$ cat config.mk
export PLATFORM = sky130hd
export DESIGN_NAME = fp32_rsqrt_estimate
export DESIGN_NICKNAME = d
export VERILOG_FILES = /design/src/rtl/f32rs_pkg.sv /design/src/rtl/f32rs_core.sv /design/src/rtl/fp32_rsqrt_estimate.sv
export SDC_FILE = /design/constraint.sdc
export NUM_CORES = 1
export LEC_CHECK = 0
export BUFFER_PORTS_ARGS = -buffer_cell sky130_fd_sc_hd__buf_2
export CORE_ASPECT_RATIO = 0.8
export CORE_UTILIZATION = 50
export DETAILED_ROUTE_END_ITERATION = 8
export PLACE_DENSITY = 0.8
export REMOVE_ABC_BUFFERS = 1
export SYNTH_ARGS = -nofsm -noshare
export SYNTH_HDL_FRONTEND = slang
export SYNTH_HIERARCHICAL = 1
export SYNTH_SLANG_ARGS = --single-unit
export TNS_END_PERCENT = 10
$ cat constraint.sdc
create_clock -name clk -period 12 [get_ports clk]
set_input_delay 0 -clock clk [delete_from_list [all_inputs] [get_ports clk]]
set_output_delay 0 -clock clk [all_outputs]
set_load 0.05 [all_outputs]
$ cat src/rtl/f32rs_pkg.sv
// ============================================================================
// f32rs_pkg
// Shared types and constants for the single-precision rsqrt estimate.
// ============================================================================
`default_nettype none

package f32rs_pkg;

    typedef logic [31:0] word_t;

    localparam word_t NEG_INF_BITS = 32'hFF80_0000;
    localparam word_t POS_INF_BITS = 32'h7F80_0000;
    localparam word_t DEFAULT_NAN  = 32'h7FC0_0000;
    localparam word_t QUIET_BIT    = 32'h0040_0000;
    localparam word_t ZERO_BITS    = 32'h0000_0000;

    localparam logic [7:0] EXP_ALL_ONES  = 8'hFF;
    localparam logic [9:0] EXP_BIAS_HALF = 10'd63;

    // slope in [31:16], base in [15:0]; index is {exponent lsb, mantissa[22:19]}
    localparam word_t RSQ_TABLE [32] = '{
        32'h0568B4FD, 32'h04F3AF97, 32'h048DAAA5, 32'h0435A618,
        32'h03E7A1E4, 32'h03A29DFE, 32'h03659A5C, 32'h032E96F8,
        32'h02FC93CA, 32'h02D090CE, 32'h02A88DFE, 32'h02838B57,
        32'h026188D4, 32'h02438673, 32'h02268431, 32'h020B820B,
        32'h03D27FFA, 32'h03807C29, 32'h033878AA, 32'h02F97572,
        32'h02C27279, 32'h02926FB7, 32'h02666D26, 32'h023F6AC0,
        32'h021D6881, 32'h01FD6665, 32'h01E16468, 32'h01C76287,
        32'h01AF60C1, 32'h01995F12, 32'h01855D79, 32'h01735BF4
    };

endpackage

`default_nettype wire

$ cat src/rtl/f32rs_core.sv
// ============================================================================
// f32rs_core
// Table lookup, linear interpolation, normalize, round, assemble, specials.
// ============================================================================
`default_nettype none

module f32rs_core
(
    input  wire f32rs_pkg::word_t operand,
    output f32rs_pkg::word_t      estimate
);

    logic        sign;
    logic [7:0]  bexp;
    logic [22:0] mant;
    logic [4:0]  idx;
    logic [9:0]  interp;
    logic [15:0] slope;
    logic [15:0] base16;
    logic [25:0] base;
    logic [25:0] prod;
    logic [25:0] raw;
    logic [24:0] val;
    logic [4:0]  lz25;
    logic [4:0]  sh;
    logic [24:0] norm;
    logic [24:0] rounded;
    logic [6:0]  half_exp;
    logic [9:0]  res_exp;
    logic [8:0]  exp_field;
    logic [22:0] res_mant;
    f32rs_pkg::word_t assembled;

    assign sign   = operand[31];
    assign bexp   = operand[30:23];
    assign mant   = operand[22:0];
    assign idx    = {bexp[0], mant[22:19]};
    assign interp = mant[18:9];
    assign slope  = f32rs_pkg::RSQ_TABLE[idx][31:16];
    assign base16 = f32rs_pkg::RSQ_TABLE[idx][15:0];
    assign base   = {base16, 10'd0};
    assign prod   = 26'(interp) * 26'(slope);
    assign raw    = base - prod;
    assign val    = raw[24:0];

    always_comb
    begin
        lz25 = 5'd25;
        for (int i = 0; i < 25; i++)
        begin
            if (val[i])
            begin
                lz25 = 5'(24 - i);
            end
        end
    end

    assign sh       = raw[25] ? 5'd0 : 5'(lz25 + 5'd1);
    assign norm     = val << sh;
    assign rounded  = (norm[1] && (norm[0] || norm[2])) ? 25'(norm + 25'd4) : norm;
    assign half_exp = 7'((8'hFF - bexp) >> 1);
    assign res_exp  = {3'd0, half_exp} + f32rs_pkg::EXP_BIAS_HALF - {5'd0, sh};
    assign exp_field = res_exp[8:0];
    assign res_mant  = rounded[24:2];
    assign assembled = {exp_field, res_mant};

    always_comb
    begin
        if (operand == f32rs_pkg::NEG_INF_BITS)
        begin
            estimate = f32rs_pkg::DEFAULT_NAN;
        end
        else if (bexp == 8'd0)
        begin
            estimate = sign ? f32rs_pkg::NEG_INF_BITS : f32rs_pkg::POS_INF_BITS;
        end
        else if (bexp == f32rs_pkg::EXP_ALL_ONES)
        begin
            estimate = (mant == 23'd0) ? f32rs_pkg::ZERO_BITS
                                       : (operand | f32rs_pkg::QUIET_BIT);
        end
        else if (sign)
        begin
            estimate = f32rs_pkg::DEFAULT_NAN;
        end
        else if (assembled[30:23] == 8'd0 && res_mant != 23'd0)
        begin
            estimate = f32rs_pkg::ZERO_BITS;
        end
        else
        begin
            estimate = assembled;
        end
    end

endmodule

`default_nettype wire

$ cat src/rtl/fp32_rsqrt_estimate.sv
// ============================================================================
// fp32_rsqrt_estimate
// Single-precision reciprocal square root estimate on raw bits, streaming.
// ============================================================================
// Accepts one operand per cycle while the input is not stalled and returns
// one estimate per operand, in order, from the output register. The
// operand is captured in an input register; the table lookup, 10x16-bit
// interpolation multiply, normalize and round sit between it and the output
// register. Back-pressure on the output holds both registers and stalls the
// input only when both are full. Special operands (zero, denormal, infinity,
// NaN, negative) are resolved in the same pass.
`default_nettype none

module fp32_rsqrt_estimate
(
    input  wire         clk,
    input  wire         rst_n,
    input  wire         s_axis_tvalid,
    output logic        s_axis_tready,
    input  wire  [31:0] s_axis_tdata,   // [31:0] operand_bits
    output logic        m_axis_tvalid,
    input  wire         m_axis_tready,
    output logic [31:0] m_axis_tdata    // [31:0] estimate_bits
);

    logic             in_valid_reg;
    f32rs_pkg::word_t in_data_reg;
    logic             out_valid_reg;
    f32rs_pkg::word_t out_data_reg;
    f32rs_pkg::word_t estimate;
    logic             out_load;
    logic             in_valid_next;
    logic             out_valid_next;

    assign out_load      = !out_valid_reg || m_axis_tready;
    assign s_axis_tready = !in_valid_reg || out_load;
    assign in_valid_next = s_axis_tready ? s_axis_tvalid : in_valid_reg;
    assign out_valid_next = out_load ? in_valid_reg : out_valid_reg;

    f32rs_core u_core
    (
        .operand  (in_data_reg),
        .estimate (estimate)
    );

    always_ff @(posedge clk or negedge rst_n)
    begin
        if (!rst_n)
        begin
            in_valid_reg  <= 1'b0;
            out_valid_reg <= 1'b0;
        end
        else
        begin
            in_valid_reg  <= in_valid_next;
            out_valid_reg <= out_valid_next;
        end
    end

    always_ff @(posedge clk)
    begin
        if (s_axis_tvalid && s_axis_tready)
        begin
            in_data_reg <= s_axis_tdata;
        end
        if (out_load && in_valid_reg)
        begin
            out_data_reg <= estimate;
        end
    end

    assign m_axis_tvalid = out_valid_reg;
    assign m_axis_tdata  = out_data_reg;

`ifndef SYNTHESIS
    a_input_held : assert property (@(posedge clk) disable iff (!rst_n)
        in_valid_reg && !out_load |=> in_valid_reg && $stable(in_data_reg))
        else $error("input register lost a pending transaction");

    a_accept_fills : assert property (@(posedge clk) disable iff (!rst_n)
        s_axis_tvalid && s_axis_tready |=> in_valid_reg)
        else $error("accepted transaction not captured");

    a_output_source : assert property (@(posedge clk) disable iff (!rst_n)
        $rose(m_axis_tvalid) |-> $past(in_valid_reg))
        else $error("output valid without a pending operand");

    a_stall_only_full : assert property (@(posedge clk) disable iff (!rst_n)
        !s_axis_tready |-> in_valid_reg && out_valid_reg && !m_axis_tready)
        else $error("input stalled while pipeline has room");
`endif

endmodule

`default_nettype wire
[After elaboration in Yosys (flattened, before gate mapping)]
Memories as Yosys holds them, arrays and structs flattened.
Index checks and enable logic that the tools add are counted.
Word-level totals
  bits in registers: 66
  bits in latches: 0
  RAM bits: 0
  memory bits (read-only): 1024
  input bits: 36
  output and inout port bits: 34
  word-level logic and storage cells: 65
  memories kept: 1
Memories
  (name not given): depth 32, width 32, read ports 1, clocked after memory_dff 0, write ports 0, RTL line f32rs_core.sv:39  | assign slope = f32rs_pkg::RSQ_TABLE[idx][31:16];
Cells by class
  $add $sub $neg: 6
  multiply operators: 1
  divide/modulo/power cells: 0
  $lt $le $gt $ge: 1
  equality and inequality tests: 2
  shift operators: 1
  multiplexer cells: 35
  bitwise logic cells: 1
  reductions and logical operators: 13
Operator list (number)
  32-bit two-way mux: 8
  5-bit two-way mux: 25
  32-bit == test, second input constant: 1
  10-bit by 16-bit multiplier with 26-bit output: 1
  26-bit subtractor: 1
  25-bit by 3-bit adder with 25-bit output, second input constant: 1
  25-bit two-way mux: 1
  25-bit by 5-bit left shift with 25-bit output: 1
  23-bit zero test: 1
  23-bit nonzero test: 1
  8-bit zero test: 2
  9-bit by 5-bit subtractor with 9-bit output: 1
  7-bit by 6-bit adder with 8-bit output, second input constant: 1
  8-bit == test, second input constant: 1
  8-bit subtractor, first input constant: 1
  6-bit >= comparator, second input constant: 1
  5-bit NOT with 6-bit output: 1
  5-bit by 1-bit adder with 5-bit output, second input constant: 1
  1-bit logical AND: 4
  1-bit logical OR: 3
  1-bit zero test: 2
  1-bit two-way mux: 1

[Logic depth before layout (Yosys ltp)]
Gate-level depths: netlist (run 1).
  depth in word-level cells: 43
  mapped depth: 54

[Cells and area by module]
The synthesis (run 1) kept the hierarchy.
By module, submodules not included
  f32rs_core: times used 1, cells an instance 1199, area an instance 8738.4 µm², sequential area each 0.0 µm²
  fp32_rsqrt_estimate: times used 1, cells an instance 72, area an instance 2025.7 µm², sequential area each 1971.9 µm²

[Worst setup path after synthesis (run 1)]
OpenSTA, ideal clock, no wires.
  path type: reg2reg
  from: register in_data_reg[19]
  to: register out_data_reg[10] (netlist: m_axis_tdata[10]) (data pin)
  library setup time: 0.152 ns
  arrival time: 11.124 ns
  data required time: 11.848 ns
  path slack: 0.724 ns
  stages on the path, launching flop included: 50
  clock period less this slack: 11.276 ns
  cell sequence: edfxtp_1 -> clkbuf_1 -> inv_1 -> ha_1 -> buf_1 -> nor2b_1 -> nor3_1 -> a21oi_1 -> a21oi_1 -> and2_1 -> fa_1 -> fa_1 -> fa_1 -> fa_1 -> fa_1 -> inv_1 -> ha_1 -> buf_6 -> [14 not listed] -> inv_1 -> clkbuf_1 -> clkbuf_1 -> ha_1 -> ha_1 -> inv_1 -> fa_1 -> inv_1 -> a21oi_1 -> o21bai_1 -> xor2_1 -> nor2_1 -> nand3_1 -> nor3_1 -> or4_1 -> clkbuf_2 -> clkdlybuf4s50_2 -> o21ai_0
Between the ends
  longest elaborated chain between the ends: 43
Ends and longest elaborated chain
  from (decl): RTL line fp32_rsqrt_estimate.sv:27  | f32rs_pkg::word_t in_data_reg;
  from (signal assigned): RTL line fp32_rsqrt_estimate.sv:64  | in_data_reg <= s_axis_tdata;
  branches (longest 43 deep; another with memory 32 x 32 bit)
  to (signal assigned): RTL line fp32_rsqrt_estimate.sv:68  | out_data_reg <= estimate;
  to (decl): RTL line fp32_rsqrt_estimate.sv:29  | f32rs_pkg::word_t out_data_reg;
Parallel ways; which one is timed is not known. The select of a mux whose other input is x is not followed.
A chain may end at the register's enable or synchronous reset.

[Worst setup path in the final report (run 1)]
  from: register in_data_reg[19]
  to: register out_data_reg[20] (netlist: m_axis_tdata[20]) (data pin)
Same word-level chain as after synthesis.

==> flow_metrics.tcl, run 1 <==
set metrics [dict create \
    stdcell_area_um2 11900 \
    placedInstanceArea_um2 11300 \
    timing.hold.worst.class "in2reg" \
    clkLatencyLatePin_ns 0.33 \
    fillerInstances 1796 \
    worst_hold_slack_ns 0.379 \
    critical_path_class "reg2reg" \
    clkSinkCount 66 \
    numPlacedInstances 1565 \
    synthCells 1271 \
    cpMostUsedCell "sky130_fd_sc_hd__fa_1" \
    ant_nets 0 \
    synth_edf_count 64 \
    dr.first_iter.drc_count 1431 \
    post_drt_wl_per_cell_um 20.3 \
    seq_area_frac_synth 0.183 \
    timing.max_slew.rel_slack 0.123 \
    distinct_cells_synth 92 \
    wirelength_um 32800 \
    outcome "complete, but fails checks" \
    finalWorstPathRequiredPeriod_ns 11.37 \
    crit_arrival_ns 11.45 \
    finalNonFillerCells 1619 \
    cts_tree "done" \
    first_global_vias 9804 \
    worst_r2r_path_depth 37 \
    globalRouteTotalUtil 0.297 \
    clock_tree.htree_level_count 3 \
    drc 2 \
    crit_path_max_incr_delay_ns 0.56 \
    floorplan.core_area_um2 20900 \
    gp_routability_congestion 1.01 \
    dp_worst_setup_slack_ns 0.604 \
    worstSetupEndpointType "flip-flop" \
    holdPathStages 2 \
    routed-via-count 10200 \
    std_cell_rows 47 \
    placement.io_buffers 69 \
    violations_in_the_final_reports "DRC" \
    fraction_of_layout_instances_using_a_drive_strength_above_1 0.115 \
    postLayoutSetupSlackWorst_ns 0.626 \
    maxCapViolCount 0 \
    grt_start_max_net_pins 46 \
    ant_cells 0 \
    via_per_inst 6.31 \
    total_area_of_multi_input_combinational_cells_um2 7990 \
    period_share 0.948 \
    detailedPlacementHpwl_um 24300 \
    yosys_synthesis_warning_count 6 \
    setup_viol 0 \
    cts.root.buffer_cell "sky130_fd_sc_hd__clkbuf_16" \
    globalRouteOverflowTotal 0 \
    crit_slowest_cell "sky130_fd_sc_hd__fa_1" \
    skew_ns 0.00900 \
    worst_pin_slew_ns 1.31 \
    postSynthAreaPerCell_um2 8.47 \
    number_of_hold_slack_violations_in_the_final_timing_report 0 \
    worst-path-max-fanout 24 \
    fin_nets 1554 \
    first_pass_iters 9 \
    synth_async_sr_flop_share 0.0303 \
    syn_to_final_growth_pct 10.9 \
    top_level_ports 70 \
    clk_pin_slew_worst_paths_ns 0.06 \
    register_area_um2 1970 \
    yosys_most_used_dff "sky130_fd_sc_hd__edfxtp_1" \
    slew_viol_final 0 \
    die-area_um2 22100 \
    cts_buffers 9 \
    floorplan.initialDensity 0.516 \
    max_freq_mhz 87.9 \
    grt_antenna_before_repair 0 \
    cts-root-to-sink-buffers 2 \
    synth_seq_cells 66 \
    first_pass_grt_wire_length_um 52000 \
    start_kind "flip-flop" \
    synth_area_um2 10800 \
    cp_data_required_time_ns 12.07 \
    die_w_um 166 \
    die_h_um 133 \
]
[placed cells by master, fill, tap and decap left out, drive strengths merged, types with 7 or more instances in the layout]
cell type / netlist / final
or2: 10 / 10
o22ai: 9 / 9
nand2b: 13 / 13
clkbuf: 49 / 11
and3: 18 / 18
nor4: 11 / 11
and2: 86 / 86
a31oi: 19 / 19
a22oi: 7 / 7
a211o: 7 / 7
o21ai: 92 / 92
xor2: 27 / 27
a21o: 18 / 18
nor2: 79 / 79
a21oi: 78 / 78
dlygate4sd3: 1 / 37
a211oi: 23 / 23
o21a: 11 / 11
nand2: 99 / 99
inv: 118 / 118
edfxtp: 64 / 64
or3: 8 / 8
mux2i: 11 / 11
buf: 19 / 95
ha: 88 / 88
nand3: 28 / 28
nor2b: 23 / 23
nor3: 41 / 41
o211ai: 19 / 19
xnor2: 20 / 20
fa: 85 / 85
[what timing repair did]
action                                  4_1_cts  5_1_grt
gates resized for setup                       0        5
hold endpoints to repair                     36        0
buffers inserted                              0        1
endpoints found under the setup margin        0       23
hold buffers                                 37        0
[stage by stage]
step           setup TNS, ns   util
2_1_floorplan              0      -
3_3_place_gp               0  0.539
3_5_place_dp               0  0.539
4_1_cts                    0  0.571
5_1_grt              -0.0178  0.572
6_report                   0  0.572
[worst paths after layout]
check | startpoint | endpoint | slack, ns
worst max register to register | in_data_reg[19] | m_axis_tdata[20] | 0.63
worst min-delay path | s_axis_tdata[5] | in_data_reg[5] | 0.38
min in group asynchronous | rst_n | in_valid_reg | 0.56
max in group asynchronous | rst_n | m_axis_tvalid | 11.31
worst min register to register | in_valid_reg | m_axis_tvalid | 0.55
worst max-delay path | in_data_reg[19] | m_axis_tdata[20] | 0.63
[synth_stat cells, types with 10 or more instances]
master / n / area, µm²
sky130_fd_sc_hd__nor2_1: 79 / 297
sky130_fd_sc_hd__o21ai_0: 84 / 420
sky130_fd_sc_hd__and2_1: 84 / 526
sky130_fd_sc_hd__nor3_1: 41 / 205
sky130_fd_sc_hd__o211ai_1: 18 / 135
sky130_fd_sc_hd__xnor2_1: 20 / 175
sky130_fd_sc_hd__a21oi_1: 78 / 390
sky130_fd_sc_hd__and3_1: 18 / 113
sky130_fd_sc_hd__mux2i_1: 11 / 110
sky130_fd_sc_hd__fa_1: 85 / 1700
sky130_fd_sc_hd__a31oi_1: 19 / 119
sky130_fd_sc_hd__a211oi_1: 22 / 165
sky130_fd_sc_hd__nand3_1: 27 / 135
sky130_fd_sc_hd__xor2_1: 27 / 236
sky130_fd_sc_hd__buf_2: 10 / 50.1
sky130_fd_sc_hd__nand2_1: 98 / 368
sky130_fd_sc_hd__edfxtp_1: 64 / 1920
sky130_fd_sc_hd__nor2b_1: 23 / 144
sky130_fd_sc_hd__a21o_1: 18 / 135
sky130_fd_sc_hd__ha_1: 88 / 1100
sky130_fd_sc_hd__nand2b_1: 13 / 81.3
sky130_fd_sc_hd__clkbuf_1: 42 / 158
sky130_fd_sc_hd__inv_1: 116 / 435
sky130_fd_sc_hd__o21a_1: 11 / 82.6
[worst max-delay path, delay by kind of cell, from the launching register on]
kind / cells / cell delay, ns
AOI/OAI and AO/OA: 13 / 3.55
xor gates and xnor gates: 3 / 1.01
buffers and inverters: 5 / 0.69
DFF: 1 / 0.32
and+or+nand+nor: 8 / 1.67
adders and majority gates: 8 / 3.87
[routing by layer]
layer  vias up  GRT usage  wire length, µm  share of wire
met3        60     0.0713             3710           0.11
met4         0     0.0836              818          0.025
met2       659      0.449            14200           0.43
met1      4867      0.422            14100           0.43
li1       4637          -                -              -
met5         -          0                0              0
[cell type report]
class / instances / area share
clock inverters: 5 / 0.00461
well taps: 269 / 0.0282
inverters: 119 / 0.0374
multi-input cells: 1017 / 0.669
flip-flops and latches: 66 / 0.165
clock buffers: 11 / 0.0195
repair buffers: 132 / 0.0763
[cells by family (layout without fill, tap and decap cells)]
kind of cell               Yosys count  count (layout)  share of synthesized area
AOI/OAI and AO/OA                  337             337                      0.205
xor gates and xnor gates            47              47                     0.0382
adders and majority gates          173             173                      0.260
buffers and inverters              189             267                     0.0768
DFF                                 66              66                      0.183
muxes                               15              15                     0.0158
other                                1               2                   0.000348
and+or+nand+nor                    443             443                      0.220
Power of run 1 is not shown: default switching activity piles up to over one toggle a cycle in this logic, so the estimate is an artifact.
==> run 2: changes to the inputs <==
--- a/config.mk
+++ b/config.mk
@@ -9,7 +9,7 @@
 export CORE_ASPECT_RATIO = 0.8
 export CORE_UTILIZATION = 50
 export DETAILED_ROUTE_END_ITERATION = 8
-export PLACE_DENSITY = 0.8
+export PLACE_DENSITY = 0.7
 export REMOVE_ABC_BUFFERS = 1
 export SYNTH_ARGS = -nofsm -noshare
 export SYNTH_HDL_FRONTEND = slang
==> run 2 against run 1 <==
  * The run still ends with DRC left
  * Routed wire length down 2.1%
  * Sequential cell count unchanged
  * Fmax rose by 1.1%
  * Die area unchanged
  * Largest cell class unchanged
  * Sequential share of layout area barely moved
==> flow_metrics.tcl, run 2 (same netlist as run 1, synthesis figures left out) <==
set metrics [dict create \
    number_of_hold_slack_violations_in_the_final_timing_report 0 \
    die_w_um 166 \
    timing.hold.worst.class "in2reg" \
    cts_buffers 9 \
    start_kind "flip-flop" \
    clkLatencyLatePin_ns 0.34 \
    globalRouteOverflowTotal 0 \
    cts-root-to-sink-buffers 2 \
    cts.root.buffer_cell "sky130_fd_sc_hd__clkbuf_16" \
    timing.max_slew.rel_slack 0.191 \
    first_pass_grt_wire_length_um 51600 \
    max_freq_mhz 88.9 \
    floorplan.initialDensity 0.516 \
    worstSetupEndpointType "flip-flop" \
    holdPathStages 2 \
    die_h_um 133 \
    worst_hold_slack_ns 0.370 \
    top_level_ports 70 \
    grt_start_max_net_pins 41 \
    globalRouteTotalUtil 0.297 \
    ff2ff_setup_slack_ns 0.75 \
    routed-via-count 10100 \
    skew_ns 0.00698 \
    worst-path-max-fanout 19 \
    via_per_inst 6.21 \
    critical_path_class "reg2reg" \
    period_share 0.937 \
    maxCapViolCount 0 \
    clk_pin_slew_worst_paths_ns 0.06 \
    crit_arrival_ns 11.36 \
    slew_viol_final 0 \
    cp_data_required_time_ns 12.11 \
    fillerInstances 1877 \
    grt_antenna_before_repair 0 \
    worstSetupPathDepth 44 \
    gp_routability_congestion 0.985 \
    detailedPlacementHpwl_um 24200 \
    cpMostUsedCell "sky130_fd_sc_hd__inv_1" \
    drc 2 \
    syn_to_final_growth_pct 11.2 \
    ant_nets 0 \
    violations_in_the_final_reports "DRC" \
    ant_cells 0 \
    dr.first_iter.drc_count 1132 \
    buffering_stage_count_on_the_worst_path_with_inverters_included 9 \
    fin_nets 1554 \
    floorplan.core_area_um2 20900 \
    final_common_cell "sky130_fd_sc_hd__inv_1" \
    crit_slowest_cell "sky130_fd_sc_hd__ha_1" \
    fraction_of_layout_instances_using_a_drive_strength_above_1 0.116 \
    crit_path_max_incr_delay_ns 0.55 \
    first_pass_iters 8 \
    worst_r2r_path_depth 44 \
    timing.setup.tns_ns 0 \
    placement.io_buffers 69 \
    clkSinkCount 66 \
    wirelength_um 32100 \
    die-area_um2 22100 \
    cts_tree "done" \
    worst_pin_slew_ns 1.21 \
    layout_common_cells "115 x sky130_fd_sc_hd__inv_1, 98 x sky130_fd_sc_hd__nand2_1, 88 x sky130_fd_sc_hd__ha_1, 85 x sky130_fd_sc_hd__fa_1" \
    finalWorstPathRequiredPeriod_ns 11.25 \
    first_global_vias 9548 \
    top_family_by_delay_on_critical_path "adder cells" \
    clock_tree.htree_level_count 3 \
    setup_repair_after_global_routing_missed_its_margin "no" \
    std_cell_rows 47 \
    outcome "complete, but fails checks" \
    post_drt_wl_per_cell_um 19.8 \
    setup_viol 0 \
]
[run 2: cell types whose count changed in the layout (fill, tap and decap cells not counted), sizes merged]
cell,change
bufinv,+1
clkbuf,-1
clkinv,-1
clkinvlp,+1
[run 2: path summary, 6_finish.rpt]
kind,start,end
worst max-delay path,in_data_reg[19],m_axis_tdata[9]
worst min-delay path,s_axis_tdata[3],in_data_reg[3]
worst max register to register,in_data_reg[19],m_axis_tdata[9]
worst min register to register,in_data_reg[5],m_axis_tdata[5]
max in group asynchronous,rst_n,in_valid_reg
min in group asynchronous,rst_n,m_axis_tvalid
[run 2: area by class of cell]
type / count / area, µm² / area share
Sequential cell: 66 / 1970 / 0.165
Clock buffer: 10 / 229 / 0.0191
Timing Repair Buffer: 132 / 911 / 0.0761
Clock inverter: 6 / 90.1 / 0.00753
Tap cell: 269 / 337 / 0.0281
Multi-Input combinational cell: 1017 / 7980 / 0.667
Inverter: 119 / 450 / 0.0376
[run 2: per-stage QoR]
stage / setup WS (ns) / cell area [µm²] / instances / util
after global routing: 0.0624 / 12000 / 1619 / 0.573
after floorplan: 0.459 / 10400 / 1202 / -
after CTS: 0.721 / 11900 / 1616 / 0.572
final: 0.750 / 12000 / 1619 / 0.573
after global placement: 0.974 / 11200 / 1563 / 0.539
after detailed placement: 0.757 / 11200 / 1563 / 0.539
[run 2: per-layer routing]
layer  GRT usage  up-vias  wire length (µm)
li1            -     4642                 -
met3      0.0648       54              3010
met2       0.431      527             13400
met5           0        -                 0
met1       0.441     4827             14900
met4      0.0831        0               832
[run 2: worst register-to-register path, delay by kind of cell, from the launching register on]
| kind | cells | cell delay, ns |
|---|---|---|
| DFF | 1 | 0.35 |
| AOI/OAI and AO/OA | 11 | 2.86 |
| buffers and inverters | 9 | 0.93 |
| and+or+nand+nor | 11 | 1.83 |
| adders and majority gates | 11 | 4.47 |
| xor gates and xnor gates | 2 | 0.59 |
[run 2: repair_timing]
action	4_1_cts	5_1_grt
gates resized for setup	0	3
hold buffers	37	0
buffers inserted	0	3
setup endpoints to repair	0	18
endpoints found under the hold margin	36	0
Power of run 2 is left out for the same reason.
==> run 3: changes to the inputs <==
--- a/config.mk
+++ b/config.mk
@@ -6,10 +6,12 @@
 export NUM_CORES = 1
 export LEC_CHECK = 0
 export BUFFER_PORTS_ARGS = -buffer_cell sky130_fd_sc_hd__buf_2
+export CELL_PAD_IN_SITES_DETAIL_PLACEMENT = 1
+export CELL_PAD_IN_SITES_GLOBAL_PLACEMENT = 2
 export CORE_ASPECT_RATIO = 0.8
-export CORE_UTILIZATION = 50
+export CORE_UTILIZATION = 35
 export DETAILED_ROUTE_END_ITERATION = 8
-export PLACE_DENSITY = 0.7
+export PLACE_DENSITY = 0.78
 export REMOVE_ABC_BUFFERS = 1
 export SYNTH_ARGS = -nofsm -noshare
 export SYNTH_HDL_FRONTEND = slang
==> run 3 against run 2 <==
  * The run now ends clean
  * Global-route usage fell by 4.5 points
  * Sequential share of layout area fell by 0.26 points
  * Worst setup slack got worse by 0.11 ns
  * Sequential cell count did not move
  * Register-to-register slack got worse by 0.11 ns
  * Via count fell by 0.71%
  * Clock skew rose by 0.0021 ns
  * Hold slack improved by 0.0099 ns
  * Final area rose by 1.6%
  * Non-clock buffer count did not move
==> flow_metrics.tcl, run 3 (same netlist as run 1, synthesis figures left out) <==
set metrics [dict create \
    outcome "finished, final reports clean" \
    floorplan.core_area_um2 30300 \
    ant_cells 0 \
    numPlacedInstances 1710 \
    gp_routability_congestion 0.882 \
    syn_to_final_growth_pct 12.9 \
    slew_viol_final 0 \
    globalRouteOverflowTotal 0 \
    die_w_um 198 \
    clkLatencyLatePin_ns 0.34 \
    floorplan.initialDensity 0.355 \
    dr.first_iter.drc_count 600 \
    max_freq_mhz 88.0 \
    timing.max_slew.rel_slack 0.363 \
    die_h_um 159 \
    number_of_hold_slack_violations_in_the_final_timing_report 0 \
    cts_buffers 9 \
    routed-via-count 9979 \
    top_level_ports 70 \
    die-area_um2 31500 \
    clk_pin_slew_worst_paths_ns 0.06 \
    setup_viol 0 \
    period_share 0.947 \
    worst_pin_slew_ns 0.951 \
    cts_tree "done" \
    worstSetupEndpointType "flip-flop" \
    postLayoutSetupSlackWorst_ns 0.642 \
    first_global_vias 10400 \
    first_pass_grt_wire_length_um 61700 \
    crit_path_max_incr_delay_ns 0.70 \
    ant_nets 0 \
    fillerInstances 3612 \
    crit_slowest_cell "sky130_fd_sc_hd__a31oi_1" \
    placement.io_buffers 69 \
    grt_start_max_net_pins 38 \
    cts.root.buffer_cell "sky130_fd_sc_hd__clkbuf_16" \
    finalNonFillerCells 1763 \
    crit_arrival_ns 11.50 \
    clkSinkCount 66 \
    wirelength_um 38700 \
    std_cell_rows 57 \
    fin_nets 1554 \
    finalWorstPathRequiredPeriod_ns 11.36 \
    worst-path-max-fanout 19 \
    cp_data_required_time_ns 12.14 \
    fraction_of_layout_instances_using_a_drive_strength_above_1 0.119 \
    dp_worst_setup_slack_ns 0.0850 \
    clock_tree.htree_level_count 3 \
    drc 0 \
    maxCapViolCount 0 \
    timing.hold.worst.class "in2reg" \
    grt_antenna_before_repair 0 \
    critical_path_class "reg2reg" \
    placedInstanceArea_um2 11400 \
    detailedPlacementHpwl_um 30400 \
    via_per_inst 5.66 \
    stdcell_area_um2 12200 \
    first_pass_iters 5 \
    start_kind "flip-flop" \
    globalRouteTotalUtil 0.252 \
    final_common_cell "sky130_fd_sc_hd__inv_1" \
    finalCoreUtilization 0.401 \
    skew_ns 0.00911 \
    layout_common_cells "116 x sky130_fd_sc_hd__inv_1, 98 x sky130_fd_sc_hd__nand2_1, 86 x sky130_fd_sc_hd__ha_1, 85 x sky130_fd_sc_hd__fa_1" \
    cts-root-to-sink-buffers 2 \
    post_drt_wl_per_cell_um 22.0 \
]
run 3: cell count changes in the layout (fill, tap and decap cells not counted), moves of 2 or more:
cell	delta
sky130_fd_sc_hd__clkbuf_8	+2
sky130_fd_sc_hd__clkinvlp_4	-2
sky130_fd_sc_hd__ha_1	-2
sky130_fd_sc_hd__ha_2	+2
sky130_fd_sc_hd__nor2b_1	-2
sky130_fd_sc_hd__nor2b_2	+2
run 3: cell type report:
type / count / area (µm²) / share of cell area
tap: 413 / 517 / 0.0425
multi-input combinational: 1017 / 8010 / 0.659
sequential: 66 / 1970 / 0.162
clock inverter: 3 / 40.0 / 0.00329
clock buffer: 13 / 260 / 0.0214
timing repair buffer: 132 / 911 / 0.0749
inverter: 119 / 447 / 0.0367
run 3: path summary, 6_finish.rpt:
kind	cells after the start	endpoint	slack (ns)	from
max in group asynchronous	3	m_axis_tvalid	11.36	rst_n
setup / recovery	43	m_axis_tdata[5]	0.64	in_data_reg[19]
hold / removal	2	in_data_reg[10]	0.38	s_axis_tdata[10]
min in group asynchronous	3	in_valid_reg	0.52	rst_n
setup reg to reg	43	m_axis_tdata[5]	0.64	in_data_reg[19]
hold reg to reg	1	m_axis_tvalid	0.55	in_valid_reg
run 3: metrics by stage:
step | hold slack (ns) | TNS [ns]
2_1_floorplan | -0.296 | 0
3_3_place_gp | -0.214 | 0
3_5_place_dp | -0.212 | 0
4_1_cts | 0.360 | 0
5_1_grt | 0.378 | -0.00268
6_report | 0.379 | 0
run 3: worst max-delay path: cells and delay by family, from the launching register on:
kind | cells | cell delay [ns]
xor+xnor | 1 | 0.21
buf+inv | 7 | 0.98
simple gates | 11 | 1.69
compound gates | 13 | 3.48
flops | 1 | 0.41
fa+ha+maj | 11 | 4.40
run 3: routing by layer:
layer  up-vias  wire length, µm  GRT usage  share of wire
met5         -                0          0              0
met4         0              354     0.0335         0.0091
met3        31             2370     0.0374          0.061
met2       294            16500      0.373           0.43
met1      5021            19500      0.390           0.50
li1       4633                -          -              -
run 3: what timing repair did:
action,CTS,global route
buffers inserted,0,0
endpoints found under the hold margin,36,0
resized for setup,0,10
hold buffers,37,0
setup endpoints to repair,0,23
Power of run 3 is left out for the same reason.
